==> src/design/jdm_pkg.sv <==
// ----------------------------------------------------------------------------
// jdm_pkg - shared types and constants for the joystick drive mixer
// Stick thresholds, divisors, direction codes and sequencer encodings.
// ----------------------------------------------------------------------------
`timescale 1ns / 1ps

package jdm_pkg;

   // Stick thresholds and spans
   localparam logic [11:0] HI_EDGE    = 12'd2500;
   localparam logic [11:0] LO_EDGE    = 12'd1500;
   localparam logic [12:0] TURN_TOP   = 13'd4100;
   localparam logic [10:0] HI_SPAN    = 11'd1600;
   localparam logic [10:0] LO_SPAN    = 11'd1500;
   localparam logic [9:0]  FULL_SCALE = 10'd1000;

   // Motor direction codes
   localparam logic [3:0] DIR_FORWARD    = 4'h0;
   localparam logic [3:0] DIR_REVERSE    = 4'hF;
   localparam logic [3:0] DIR_SPIN_RIGHT = 4'hC;
   localparam logic [3:0] DIR_SPIN_LEFT  = 4'h3;

   // Arithmetic widths: operand, multiplier digit count, product, quotient
   localparam int OPND_W = 11;
   localparam int MULT_W = 10;
   localparam int PROD_W = 21;
   localparam int QUO_W  = 10;
   localparam logic [3:0] STEP_LAST = 4'd9;

   typedef enum logic [2:0] {
      ST_IDLE,
      ST_LOAD,
      ST_MUL,
      ST_DIV,
      ST_DONE
   } state_type;

   typedef enum logic [1:0] {
      JOB_LIM,
      JOB_LEFT,
      JOB_RIGHT
   } job_type;

endpackage

==> src/design/joystick_drive_mixer_unit.sv <==
// ----------------------------------------------------------------------------
// joystick_drive_mixer_unit - tank drive mixer for two joystick samples
// Bit-serial multiply and shift-subtract divide compute every speed ratio.
// ----------------------------------------------------------------------------
// Usage:
//   Input channel req_*: one (speed, turn) pair of 12-bit samples per transfer.
//   Result channel rsp_*: one transfer per input, carrying the four-bit motor
//   direction mask and the left and right speeds (0..1000).
//   Each ratio floor(a * b / d) runs on one shared unit: after a load step, a
//   serial multiply of one multiplier bit per cycle, then a restoring divide
//   giving one quotient bit per cycle.
//   Both sticks centred skip the arithmetic; one ratio is computed for
//   straight drive or spin in place, and three ratios with speed and turn
//   both deflected. The next input is taken in the cycle after the result
//   is written to the output register.
//   The output register holds a finished result while the receiver stalls;
//   the block keeps accepting new input and stops only when a second result
//   is ready to be written.
//   Reset clears the sequencer, the output valid flag and the kept direction
//   mask (forward).
// ----------------------------------------------------------------------------
`timescale 1ns / 1ps

module joystick_drive_mixer_unit
   import jdm_pkg::*;
(
   input  logic        clock,
   input  logic        reset,
   input  logic        req_valid,
   output logic        req_ready,
   input  logic [11:0] req_speed_sample,
   input  logic [11:0] req_turn_sample,
   output logic        rsp_valid,
   input  logic        rsp_ready,
   output logic [3:0]  rsp_drive_direction,
   output logic [9:0]  rsp_left_speed,
   output logic [9:0]  rsp_right_speed
);

   state_type state_ff, state_in;
   job_type   job_ff, job_in;

   logic              start;
   logic              load_out;
   logic              div_last;
   logic              div_take;

   // Decoded sticks
   logic              s_hi, s_lo, s_act, t_hi, t_lo;
   logic [11:0]       s_up, s_dn, t_up, t_dn;
   logic [12:0]       t_rev;

   // Item context
   logic [OPND_W-1:0] sx_ff, sx_in;
   logic              sdiv_hi_ff, sdiv_hi_in;
   logic [OPND_W-1:0] lx_ff, lx_in;
   logic              ldiv_hi_ff, ldiv_hi_in;
   logic              need_lim_ff, need_lim_in;
   logic              turn_hi_ff, turn_hi_in;
   logic [3:0]        dir_ff, dir_in;
   logic [QUO_W-1:0]  lim_ff, lim_in;
   logic [QUO_W-1:0]  left_ff, left_in;
   logic [QUO_W-1:0]  right_ff, right_in;

   // Shared multiply / divide unit
   logic [PROD_W-1:0] mcand_ff, mcand_in;
   logic [MULT_W-1:0] mplier_ff, mplier_in;
   logic [PROD_W-1:0] acc_ff, acc_in;
   logic [PROD_W-1:0] dsh_ff, dsh_in;
   logic [QUO_W-1:0]  quo_ff, quo_in;
   logic [3:0]        cnt_ff, cnt_in;
   logic [PROD_W-1:0] acc_diff;

   // Job operands
   logic [OPND_W-1:0] job_x;
   logic [MULT_W-1:0] job_m;
   logic              job_dhi;

   // Output register
   logic              rsp_valid_ff, rsp_valid_in;
   logic [3:0]        rsp_dir_ff, rsp_dir_in;
   logic [9:0]        rsp_left_ff, rsp_left_in;
   logic [9:0]        rsp_right_ff, rsp_right_in;

   // Decode stick positions
   assign s_hi  = req_speed_sample >= HI_EDGE;
   assign s_lo  = req_speed_sample <= LO_EDGE;
   assign s_act = s_hi || s_lo;
   assign t_hi  = req_turn_sample >= HI_EDGE;
   assign t_lo  = req_turn_sample <= LO_EDGE;
   assign s_up  = req_speed_sample - HI_EDGE;
   assign s_dn  = LO_EDGE - req_speed_sample;
   assign t_up  = req_turn_sample - HI_EDGE;
   assign t_dn  = LO_EDGE - req_turn_sample;
   assign t_rev = TURN_TOP - {1'b0, req_turn_sample};

   // Pick the operands of the current job
   always_comb begin
      job_x   = sx_ff;
      job_m   = FULL_SCALE;
      job_dhi = sdiv_hi_ff;
      case (job_ff)
         JOB_LIM: begin
            job_x   = lx_ff;
            job_dhi = ldiv_hi_ff;
         end
         JOB_LEFT: begin
            if (need_lim_ff && !turn_hi_ff) job_m = lim_ff;
         end
         JOB_RIGHT: begin
            if (need_lim_ff && turn_hi_ff) job_m = lim_ff;
         end
         default: begin
            job_x = sx_ff;
         end
      endcase
   end

   assign div_last = cnt_ff == STEP_LAST;
   assign acc_diff = acc_ff - dsh_ff;
   assign div_take = acc_ff >= dsh_ff;

   // Next state
   always_comb begin
      state_in = state_ff;
      case (state_ff)
         ST_IDLE: begin
            if (start) state_in = (s_act || t_hi || t_lo) ? ST_LOAD : ST_DONE;
         end
         ST_LOAD: state_in = ST_MUL;
         ST_MUL: begin
            if (cnt_ff == STEP_LAST) state_in = ST_DIV;
         end
         ST_DIV: begin
            if (div_last) begin
               if (job_ff == JOB_LIM || (job_ff == JOB_LEFT && need_lim_ff)) begin
                  state_in = ST_LOAD;
               end else begin
                  state_in = ST_DONE;
               end
            end
         end
         ST_DONE: begin
            if (load_out) state_in = ST_IDLE;
         end
         default: state_in = ST_IDLE;
      endcase
   end

   // State outputs
   always_comb begin
      req_ready = state_ff == ST_IDLE;
      start     = req_valid && (state_ff == ST_IDLE);
      load_out  = (state_ff == ST_DONE) && (!rsp_valid_ff || rsp_ready);
   end

   // Datapath next values
   always_comb begin
      sx_in        = sx_ff;
      sdiv_hi_in   = sdiv_hi_ff;
      lx_in        = lx_ff;
      ldiv_hi_in   = ldiv_hi_ff;
      need_lim_in  = need_lim_ff;
      turn_hi_in   = turn_hi_ff;
      dir_in       = dir_ff;
      lim_in       = lim_ff;
      left_in      = left_ff;
      right_in     = right_ff;
      job_in       = job_ff;
      mcand_in     = mcand_ff;
      mplier_in    = mplier_ff;
      acc_in       = acc_ff;
      dsh_in       = dsh_ff;
      quo_in       = quo_ff;
      cnt_in       = cnt_ff;
      rsp_valid_in = rsp_valid_ff && !rsp_ready;
      rsp_dir_in   = rsp_dir_ff;
      rsp_left_in  = rsp_left_ff;
      rsp_right_in = rsp_right_ff;

      case (state_ff)
         // Capture the item and plan its jobs
         ST_IDLE: begin
            if (start) begin
               if (s_act) begin
                  sx_in      = s_hi ? s_up[OPND_W-1:0] : s_dn[OPND_W-1:0];
                  sdiv_hi_in = s_hi;
                  dir_in     = s_hi ? DIR_FORWARD : DIR_REVERSE;
               end else begin
                  sx_in      = t_hi ? t_up[OPND_W-1:0] : t_dn[OPND_W-1:0];
                  sdiv_hi_in = t_hi;
                  if (t_hi) dir_in = DIR_SPIN_RIGHT;
                  else if (t_lo) dir_in = DIR_SPIN_LEFT;
               end
               lx_in       = t_hi ? t_rev[OPND_W-1:0] : req_turn_sample[OPND_W-1:0];
               ldiv_hi_in  = t_hi;
               turn_hi_in  = t_hi;
               need_lim_in = s_act && (t_hi || t_lo);
               job_in      = (s_act && (t_hi || t_lo)) ? JOB_LIM : JOB_LEFT;
               left_in     = '0;
               right_in    = '0;
            end
         end
         // Load the shared unit for the current job
         ST_LOAD: begin
            mcand_in  = PROD_W'(job_x);
            mplier_in = job_m;
            acc_in    = '0;
            quo_in    = '0;
            cnt_in    = '0;
            dsh_in    = job_dhi ? PROD_W'({HI_SPAN, 9'd0}) : PROD_W'({LO_SPAN, 9'd0});
         end
         // Add one multiplier bit per cycle
         ST_MUL: begin
            if (mplier_ff[0]) acc_in = acc_ff + mcand_ff;
            mcand_in  = {mcand_ff[PROD_W-2:0], 1'b0};
            mplier_in = {1'b0, mplier_ff[MULT_W-1:1]};
            cnt_in    = (cnt_ff == STEP_LAST) ? 4'd0 : cnt_ff + 4'd1;
         end
         // Retire one quotient bit per cycle
         ST_DIV: begin
            if (div_take) acc_in = acc_diff;
            quo_in = {quo_ff[QUO_W-2:0], div_take};
            dsh_in = {1'b0, dsh_ff[PROD_W-1:1]};
            cnt_in = cnt_ff + 4'd1;
            if (div_last) begin
               case (job_ff)
                  JOB_LIM: begin
                     lim_in = {quo_ff[QUO_W-2:0], div_take};
                     job_in = JOB_LEFT;
                  end
                  JOB_LEFT: begin
                     left_in = {quo_ff[QUO_W-2:0], div_take};
                     if (need_lim_ff) job_in = JOB_RIGHT;
                     else right_in = {quo_ff[QUO_W-2:0], div_take};
                  end
                  JOB_RIGHT: right_in = {quo_ff[QUO_W-2:0], div_take};
                  default: job_in = JOB_LEFT;
               endcase
            end
         end
         // Hand the result to the output register
         ST_DONE: begin
            if (load_out) begin
               rsp_valid_in = 1'b1;
               rsp_dir_in   = dir_ff;
               rsp_left_in  = left_ff;
               rsp_right_in = right_ff;
            end
         end
         default: begin
            cnt_in = '0;
         end
      endcase
   end

   // Control registers
   always_ff @(posedge clock) begin
      if (reset) begin
         state_ff     <= ST_IDLE;
         job_ff       <= JOB_LEFT;
         dir_ff       <= DIR_FORWARD;
         rsp_valid_ff <= 1'b0;
         cnt_ff       <= '0;
      end else begin
         state_ff     <= state_in;
         job_ff       <= job_in;
         dir_ff       <= dir_in;
         rsp_valid_ff <= rsp_valid_in;
         cnt_ff       <= cnt_in;
      end
   end

   // Payload registers
   always_ff @(posedge clock) begin
      sx_ff        <= sx_in;
      sdiv_hi_ff   <= sdiv_hi_in;
      lx_ff        <= lx_in;
      ldiv_hi_ff   <= ldiv_hi_in;
      need_lim_ff  <= need_lim_in;
      turn_hi_ff   <= turn_hi_in;
      lim_ff       <= lim_in;
      left_ff      <= left_in;
      right_ff     <= right_in;
      mcand_ff     <= mcand_in;
      mplier_ff    <= mplier_in;
      acc_ff       <= acc_in;
      dsh_ff       <= dsh_in;
      quo_ff       <= quo_in;
      rsp_dir_ff   <= rsp_dir_in;
      rsp_left_ff  <= rsp_left_in;
      rsp_right_ff <= rsp_right_in;
   end

   assign rsp_valid           = rsp_valid_ff;
   assign rsp_drive_direction = rsp_dir_ff;
   assign rsp_left_speed      = rsp_left_ff;
   assign rsp_right_speed     = rsp_right_ff;

   // Without a turn limit only the left job runs
   a_single_job : assert property (@(posedge clock) disable iff (reset)
      (state_ff != ST_IDLE && state_ff != ST_DONE && !need_lim_ff) |-> job_ff == JOB_LEFT)
      else $error("turn limit job scheduled without a turn limit");

   // Finished speeds stay within full scale
   a_speed_range : assert property (@(posedge clock) disable iff (reset)
      (state_ff == ST_DONE) |-> (left_ff <= FULL_SCALE && right_ff <= FULL_SCALE))
      else $error("speed result above full scale");

   // Both sticks centred skips the arithmetic unit
   a_centred_fast : assert property (@(posedge clock) disable iff (reset)
      (req_valid && req_ready && req_speed_sample > LO_EDGE && req_speed_sample < HI_EDGE
       && req_turn_sample > LO_EDGE && req_turn_sample < HI_EDGE)
      |=> (state_ff == ST_DONE && left_ff == '0 && right_ff == '0))
      else $error("centred sticks did not give zero speeds at once");

   // A result is written only into a free or draining output register
   a_no_overwrite : assert property (@(posedge clock) disable iff (reset)
      (rsp_valid_ff && !rsp_ready) |-> !load_out)
      else $error("output register overwritten while stalled");

endmodule
==> config.mk <==
export PLATFORM = sky130hd
export DESIGN_NAME = joystick_drive_mixer_unit
export DESIGN_NICKNAME = d
export VERILOG_FILES = /design/src/design/jdm_pkg.sv /design/src/design/joystick_drive_mixer_unit.sv
export SDC_FILE = /design/constraint.sdc
export NUM_CORES = 1
export LEC_CHECK = 0
export ABC_AREA = 1
export BUFFER_PORTS_ARGS = -buffer_cell sky130_fd_sc_hd__clkbuf_2
export CAP_MARGIN = 0
export CORE_MARGIN = 8
export CORE_UTILIZATION = 50
export DETAILED_ROUTE_END_ITERATION = 12
export GPL_TIMING_DRIVEN = 1
export PLACE_DENSITY = 0.74
export SETUP_SLACK_MARGIN = 0.2
export SYNTH_ARGS = -nofsm -noshare
export SYNTH_HDL_FRONTEND = slang
export SYNTH_SLANG_ARGS = --single-unit
==> constraint.sdc <==
create_clock -name clock -period 8.25 [get_ports clock]
set_clock_uncertainty 0.2 [all_clocks]
set_input_delay 0.4125 -clock clock [delete_from_list [all_inputs] [get_ports clock]]
set_output_delay 0.4125 -clock clock [all_outputs]
set_load 0.05 [all_outputs]
==> run metrics, run 1 <==
Area Overhead vs Synth=11.4%; PostCTS Resize Cnt=0; num rows=52; pwr dens=387 nW/µm²; minimum clock period=3.21 ns; TritonRoute pass-1 iters=5; count of flip-flops with a built-in enable after synthesis=158; die height=159 µm; worst setup path class=reg -> reg; CTS sink cnt=170; Synth cell types=53; status=complete, no violations; Worst slew margin=19.0%; Power Total=4.41 mW; detailed placement HPWL=17800 µm; CP cell instances=inv_1, nand2_2, nor2_2, inv_2, nand2_1, buf_4, nand2_1, nand3b_1, nand2_1, inv_1; Port Buffers=53; fin crit share=roughly two fifths; Mapped Cells=1185; core area=20200 µm²; Mapped Area=between 10000 and 15000 µm²; CP delay by family, top=simple AND/OR/NAND/NOR gates; Synth area leaders=edfxtp_1 (46%), nand2_1 (9.4%), ha_1 (6.6%); largest net degree at the start of global routing=53; PnR worst setup slack=5.04 ns; most used cell, CP=nand2_1; Setup-failing EPs final=0; endpoints failing hold=0; per-cell routed wire length=15.7 µm; hold_ws=0.0429 ns; # fillers=1742; initial DRC count=672; f_max=between 300 and 400 MHz; Via density=5.37; crit-path max FO=52; RSZ-0062 raised after global routing=false; CTS H-tree depth=4; synth warn=0; crit-path max cell delay=between 0.5 and 0.6 ns; gr usage total=a little under a fifth; Slowest-stage cell, CP=nor2_2; CTS root buffer=clkbuf_16; Setup WS pre-CTS=5.11 ns; Top FF cell, synth=edfxtp_1; Peak VDD IR=roughly 0.2 mV; post-route ant nets=0; DRT Wirelength=23900 µm; Setup crit start kind=register; layout cell share with drive strength beyond 1=11.4%; Final GP Congestion=0.919; drt drc=0; dominant cell type by area after synthesis=edfxtp_1; vias in the first global route=7807; total gr overflow=0; sequential element share of the synthesized area=48.6%; via count=a little over 8000; Starting Density=between 50% and 60%; diode count=0; max-cap violations=0; crit path buf inv count=4; clk slew on worst S/H paths=around 0.080 ns; die footprint=between 20000 and 30000 µm²; CP Data Required Time=8.43 ns; Critical Path AT=3.39 ns; syn avg cell area=approximately 8.6 µm²; Synth top area share=46.3%; ys async rst share=0%; nets=1325; cts bufs inserted=17; I/O Pins=54; syn nets=1269; Die Wd=159 µm; Yosys reg bits=170; utilization after layout=56.6%; hold crit path type=in -> reg; Least-Margin Pin Slew=1.21 ns; Clk Latency, worst-skew pair=~0.44 ns; Slew Limit Fails=0; CTS tree=yes; global-route wire length before repair=38700 µm; buffer depth of the longest clock path=2; Setup TNS Final=0 ns; leak pwr=4.99 nW; antenna violations before repair=0; CP endpoint kind=register
[where the power goes]
group	leakage, nW	switching, mW	internal, mW
combinational	3.08	1.41	0.643
clock	0.311	0.423	0.428
sequential	1.60	0.156	1.35
total	4.99	1.99	2.42
[synth_stat cells (4+ instances only)]
master    instances
a21boi_0          8
a21o_1            4
a21oi_1          64
a21oi_2           6
a31oi_1          17
a32o_1            4
buf_2             8
buf_6             5
clkbuf_1          8
dfxtp_1          12
edfxtp_1        158
ha_1             54
inv_1           157
inv_2             5
nand2_1         258
nand2_2           7
nand3_1          53
nand3b_1          4
nand4_1          20
nor2_1          143
nor2_2            5
nor3_1           16
o21a_1            5
o21ai_0          79
o21ai_1          12
o21ai_2           5
o21bai_1          7
xor2_1           17
[cells in the final DEF (no fill, tap or decap), types with 3 or more instances in the layout]
master,Yosys,final
nand2_1,258,258
edfxtp_1,158,158
inv_1,157,157
nor2_1,143,140
o21ai_0,79,79
a21oi_1,64,64
ha_1,54,54
nand3_1,53,53
clkbuf_2,0,53
nand4_1,20,20
a31oi_1,17,17
xor2_1,17,17
clkbuf_16,0,17
nor3_1,16,16
o21ai_1,12,12
dfxtp_1,12,12
nor2_2,5,8
a21boi_0,8,8
nand2_2,7,7
o21bai_1,7,7
buf_4,2,7
a21oi_2,6,6
clkinv_8,0,6
inv_2,5,5
o21ai_2,5,5
o21a_1,5,5
a21o_1,4,4
nand3b_1,4,4
a32o_1,4,4
inv_12,0,4
o22ai_1,3,3
xnor2_1,3,3
or2_2,3,3
nor2_4,3,3
nor3_2,3,3
nand2_4,3,3
a211oi_1,3,3
[layout make-up]
class | instances | area (µm²) | share of cell area [%]
flip-flops and latches | 170 | 4980 | 43.7
multi-input cells | 827 | 4500 | 39.4
inverters | 164 | 618 | 5.41
clock buffers | 17 | 425 | 3.73
well taps | 270 | 338 | 2.96
repair buffers | 61 | 328 | 2.87
clock inverters | 15 | 223 | 1.95
[kinds of logic (layout without fill, tap and decap cells)]
group / after synthesis / in the layout / share of synthesized area (%)
flops: 170 / 170 / 48.6
xor+xnor: 20 / 20 / 1.71
buf+inv: 188 / 257 / 7.56
fa+ha+maj: 56 / 56 / 6.98
compound gates: 227 / 227 / 13.1
simple gates: 524 / 524 / 22.0
[per-stage QoR]
stage,instance area (µm²),std cells
2_1_floorplan,10200,1185
3_3_place_gp,10800,1491
3_5_place_dp,10800,1491
4_1_cts,11400,1524
5_1_grt,11400,1524
6_report,11400,1524
[routing by layer]
layer / global-route usage [%] / vias up / wire length (µm)
met2: 32.1 / 276 / 11700
li1: - / 4127 / -
met3: 3.08 / 31 / 1260
met1: 23.5 / 3751 / 10500
met4: 5.83 / 0 / 439
met5: 0 / - / 0
[timing repair]
item	4_1_cts	5_1_grt
buffers inserted	0	0
hold endpoints to repair	1	0
hold buffers	1	0
[flip-flops by register name, indices dropped and copies added (netlist names)]
| name | count |
|---|---|
| dir_ff | 2 |
| right_ff | 10 |
| quo_ff | 9 |
| cnt_ff | 4 |
| sx_ff | 11 |
| dsh_ff | 20 |
| lim_ff | 10 |
| acc_ff | 21 |
| rsp_left_speed | 10 |
| sdiv_hi_ff | 1 |
| mcand_ff | 21 |
| rsp_right_speed | 10 |
| mplier_ff | 10 |
| rsp_valid | 1 |
| turn_hi_ff | 1 |
| lx_ff | 11 |
| job_ff | 2 |
| rsp_drive_direction | 2 |
| left_ff | 10 |
| need_lim_ff | 1 |
| state_ff | 3 |
[path summary, 6_finish.rpt]
path,start,cells past startpoint,to,slack [ns]
worst max-delay path,state_ff[2],10,state_ff[1],5.04
worst min-delay path,reset,2,dir_ff[1],0.04
worst max register to register,state_ff[2],10,state_ff[1],5.04
worst min register to register,right_ff[1],0,rsp_right_speed[1],0.22
Note: power is estimated with default switching activity, not from simulation.
==> run 2: changes to the inputs <==
- PLACE_DENSITY: 0.74 -> 0.77
- clock period: 8.25 -> 2.55 ns (I/O delays scaled with it)
==> run 2 against run 1 <==
Combinational power grew to 4.4 times the previous value. Highest routed layer unchanged. Die area stayed put. Final area is 11% higher. Worst setup slack worse by 4.9 ns. Non-clock buffer count is 69 higher. First-iteration DRC count is 16% higher.
==> run metrics, run 2 (same netlist as run 1, synthesis figures left out) <==
biggest regs=acc_ff: 21 flops, mcand_ff: 21 flops, dsh_ff: 20 flops; Setup TNS Final=0 ns; vias in the first global route=8356; crit-path max cell delay=between 0.4 and 0.5 ns; buffer depth of the longest clock path=2; Area Overhead vs Synth=24.1%; core area=slightly above 20000 µm²; most used cell, CP=nand2_1; layout cell share with drive strength beyond 1=23.1%; leak pwr=5.42 nW; post-route ant nets=0; status=complete, no violations; Setup crit start kind=register; Critical Path AT=approximately 2.4 ns; total gr overflow=0; via count=8860; Slowest-stage cell, CP=edfxtp_1; nets=1395; Starting Density=roughly half; minimum clock period=2.43 ns; CP delay by family, top=simple AND/OR/NAND/NOR gates; crit path buf inv count=0; f_max=412 MHz; Via density=5.56; CP Data Required Time=2.53 ns; Die Wd=159 µm; P_sw=approximately 7.5 mW; most frequent cells in the layout=nand2_1 (242), edfxtp_1 (158), inv_1 (146); clk slew on worst S/H paths=0.08 ns; crit-path max FO=5; CTS root buffer=clkbuf_16; Clk pwr share=16.5%; pwr dens=1320 nW/µm²; per-cell routed wire length=~17 µm; design area=~13000 µm²; RSZ-0062 raised after global routing=true; I/O Pins=between 50 and 60; Least-Margin Pin Slew=0.677 ns; hold crit path type=in -> reg; Clk Latency, worst-skew pair=0.44 ns; max-cap violations=0; antenna violations before repair=0; Peak VDD IR=0.789 mV; endpoints failing hold=0; commonest non-fill, non-tap cell in the layout=nand2_1; CTS sink cnt=170; Layout Cells excl Fill=between 1500 and 2000; worst setup path class=reg -> reg; cts bufs inserted=17; Pint=approximately 9.3 mW; drt drc=0; Power Total=16.8 mW; # fillers=1591; die footprint=25300 µm²; Setup-failing EPs final=0; Sw Ratio=44.8%; TritonRoute pass-1 iters=5; Worst slew margin=54.4%; global-route wire length before repair=41300 µm; area of the multi-input gates=5170 µm²; CP cell instances=ha_2, nand2_1, nor3_4, nand4_1, nand3_1, nand2_1, nand3_1, nand2_1; Slew Limit Fails=0; fin crit share=95.2%; CP endpoint kind=register; CTS tree=yes; Seq pwr share=29.9%; Final GP Congestion=between 0.9 and 1; CTS H-tree depth=4; num rows=52; die height=159 µm; DRT Wirelength=between 20000 and 30000 µm; gr usage total=20.0%; largest net degree at the start of global routing=47; initial DRC count=777; Placement Cell Area=11000 µm²; Port Buffers=53; Register Area=4980 µm²; diode count=0; Gate power share=53.6%; Cells after DPL=1521; detailed placement HPWL=around 19000 µm
[run 2: cell count changes in the layout (fill, tap and decap cells not counted), sizes merged]
cell / change
buf: +52
clkbuf: +1
dlygate4sd3: +16
nand3: +1
[run 2: area by class of cell]
type | instances | area share (%)
clock buffers | 17 | 3.35
clock inverters | 15 | 1.76
inverters | 164 | 4.86
multi-input cells | 828 | 40.6
flip-flops and latches | 170 | 39.2
well taps | 270 | 2.66
repair buffers | 130 | 7.53
[run 2: timing repair]
item	in CTS	in global routing
resized for setup	33	107
gates cloned	0	2
pin swaps	3	34
setup endpoints to repair	30	55
hold buffers	17	0
hold endpoints to repair	25	0
setup buffers	2	20
[run 2: worst register-to-register path: cells and delay by family (launching register included)]
family,cells,cell delay (ns)
and+or+nand+nor,7,1.09
DFF,1,0.47
adders and majority gates,1,0.43
[run 2: routing by layer]
| layer | up-vias | GRT usage, % | routed length, µm |
|---|---|---|---|
| li1 | 4277 | - | - |
| met1 | 4201 | 25.5 | 11400 |
| met2 | 324 | 33.9 | 13300 |
| met3 | 58 | 3.39 | 1660 |
| met4 | 0 | 6.52 | 696 |
| met5 | - | 0 | 0 |
[run 2: final timing paths]
path                                          start                 end  slack (ns)  cells past startpoint
worst min register to register          right_ff[6]  rsp_right_speed[6]        0.22                      0
worst max-delay path                     acc_ff[12]          acc_ff[20]        0.12                      8
worst max register to register           acc_ff[12]          acc_ff[20]        0.12                      8
worst min-delay path            req_speed_sample[9]            sx_ff[9]        0.02                      3
[run 2: stage by stage]
stage | hold slack [ns] | utilization (%) | setup slack [ns]
after floorplan | -0.0101 | - | 0.230
after global placement | 0.158 | 54.7 | 0.0856
after detailed placement | 0.157 | 54.7 | 0.0876
after CTS | 0.00969 | 59.9 | 0.137
after global routing | 0.0294 | 63.0 | 0.0513
final | 0.0179 | 63.0 | 0.122
[run 2: power groups by stage]
| stage | Sequential (mW) | Clock [mW] | Combinational [mW] |
|---|---|---|---|
| after global routing | 5.11 | 2.89 | 9.80 |
| after detailed placement | 4.93 | 0 | 6.99 |
| after CTS | 4.93 | 2.78 | 7.46 |
| after global placement | 4.88 | 0 | 6.92 |
| after floorplan | 4.80 | 0 | 4.86 |
| final | 5.02 | 2.76 | 8.98 |
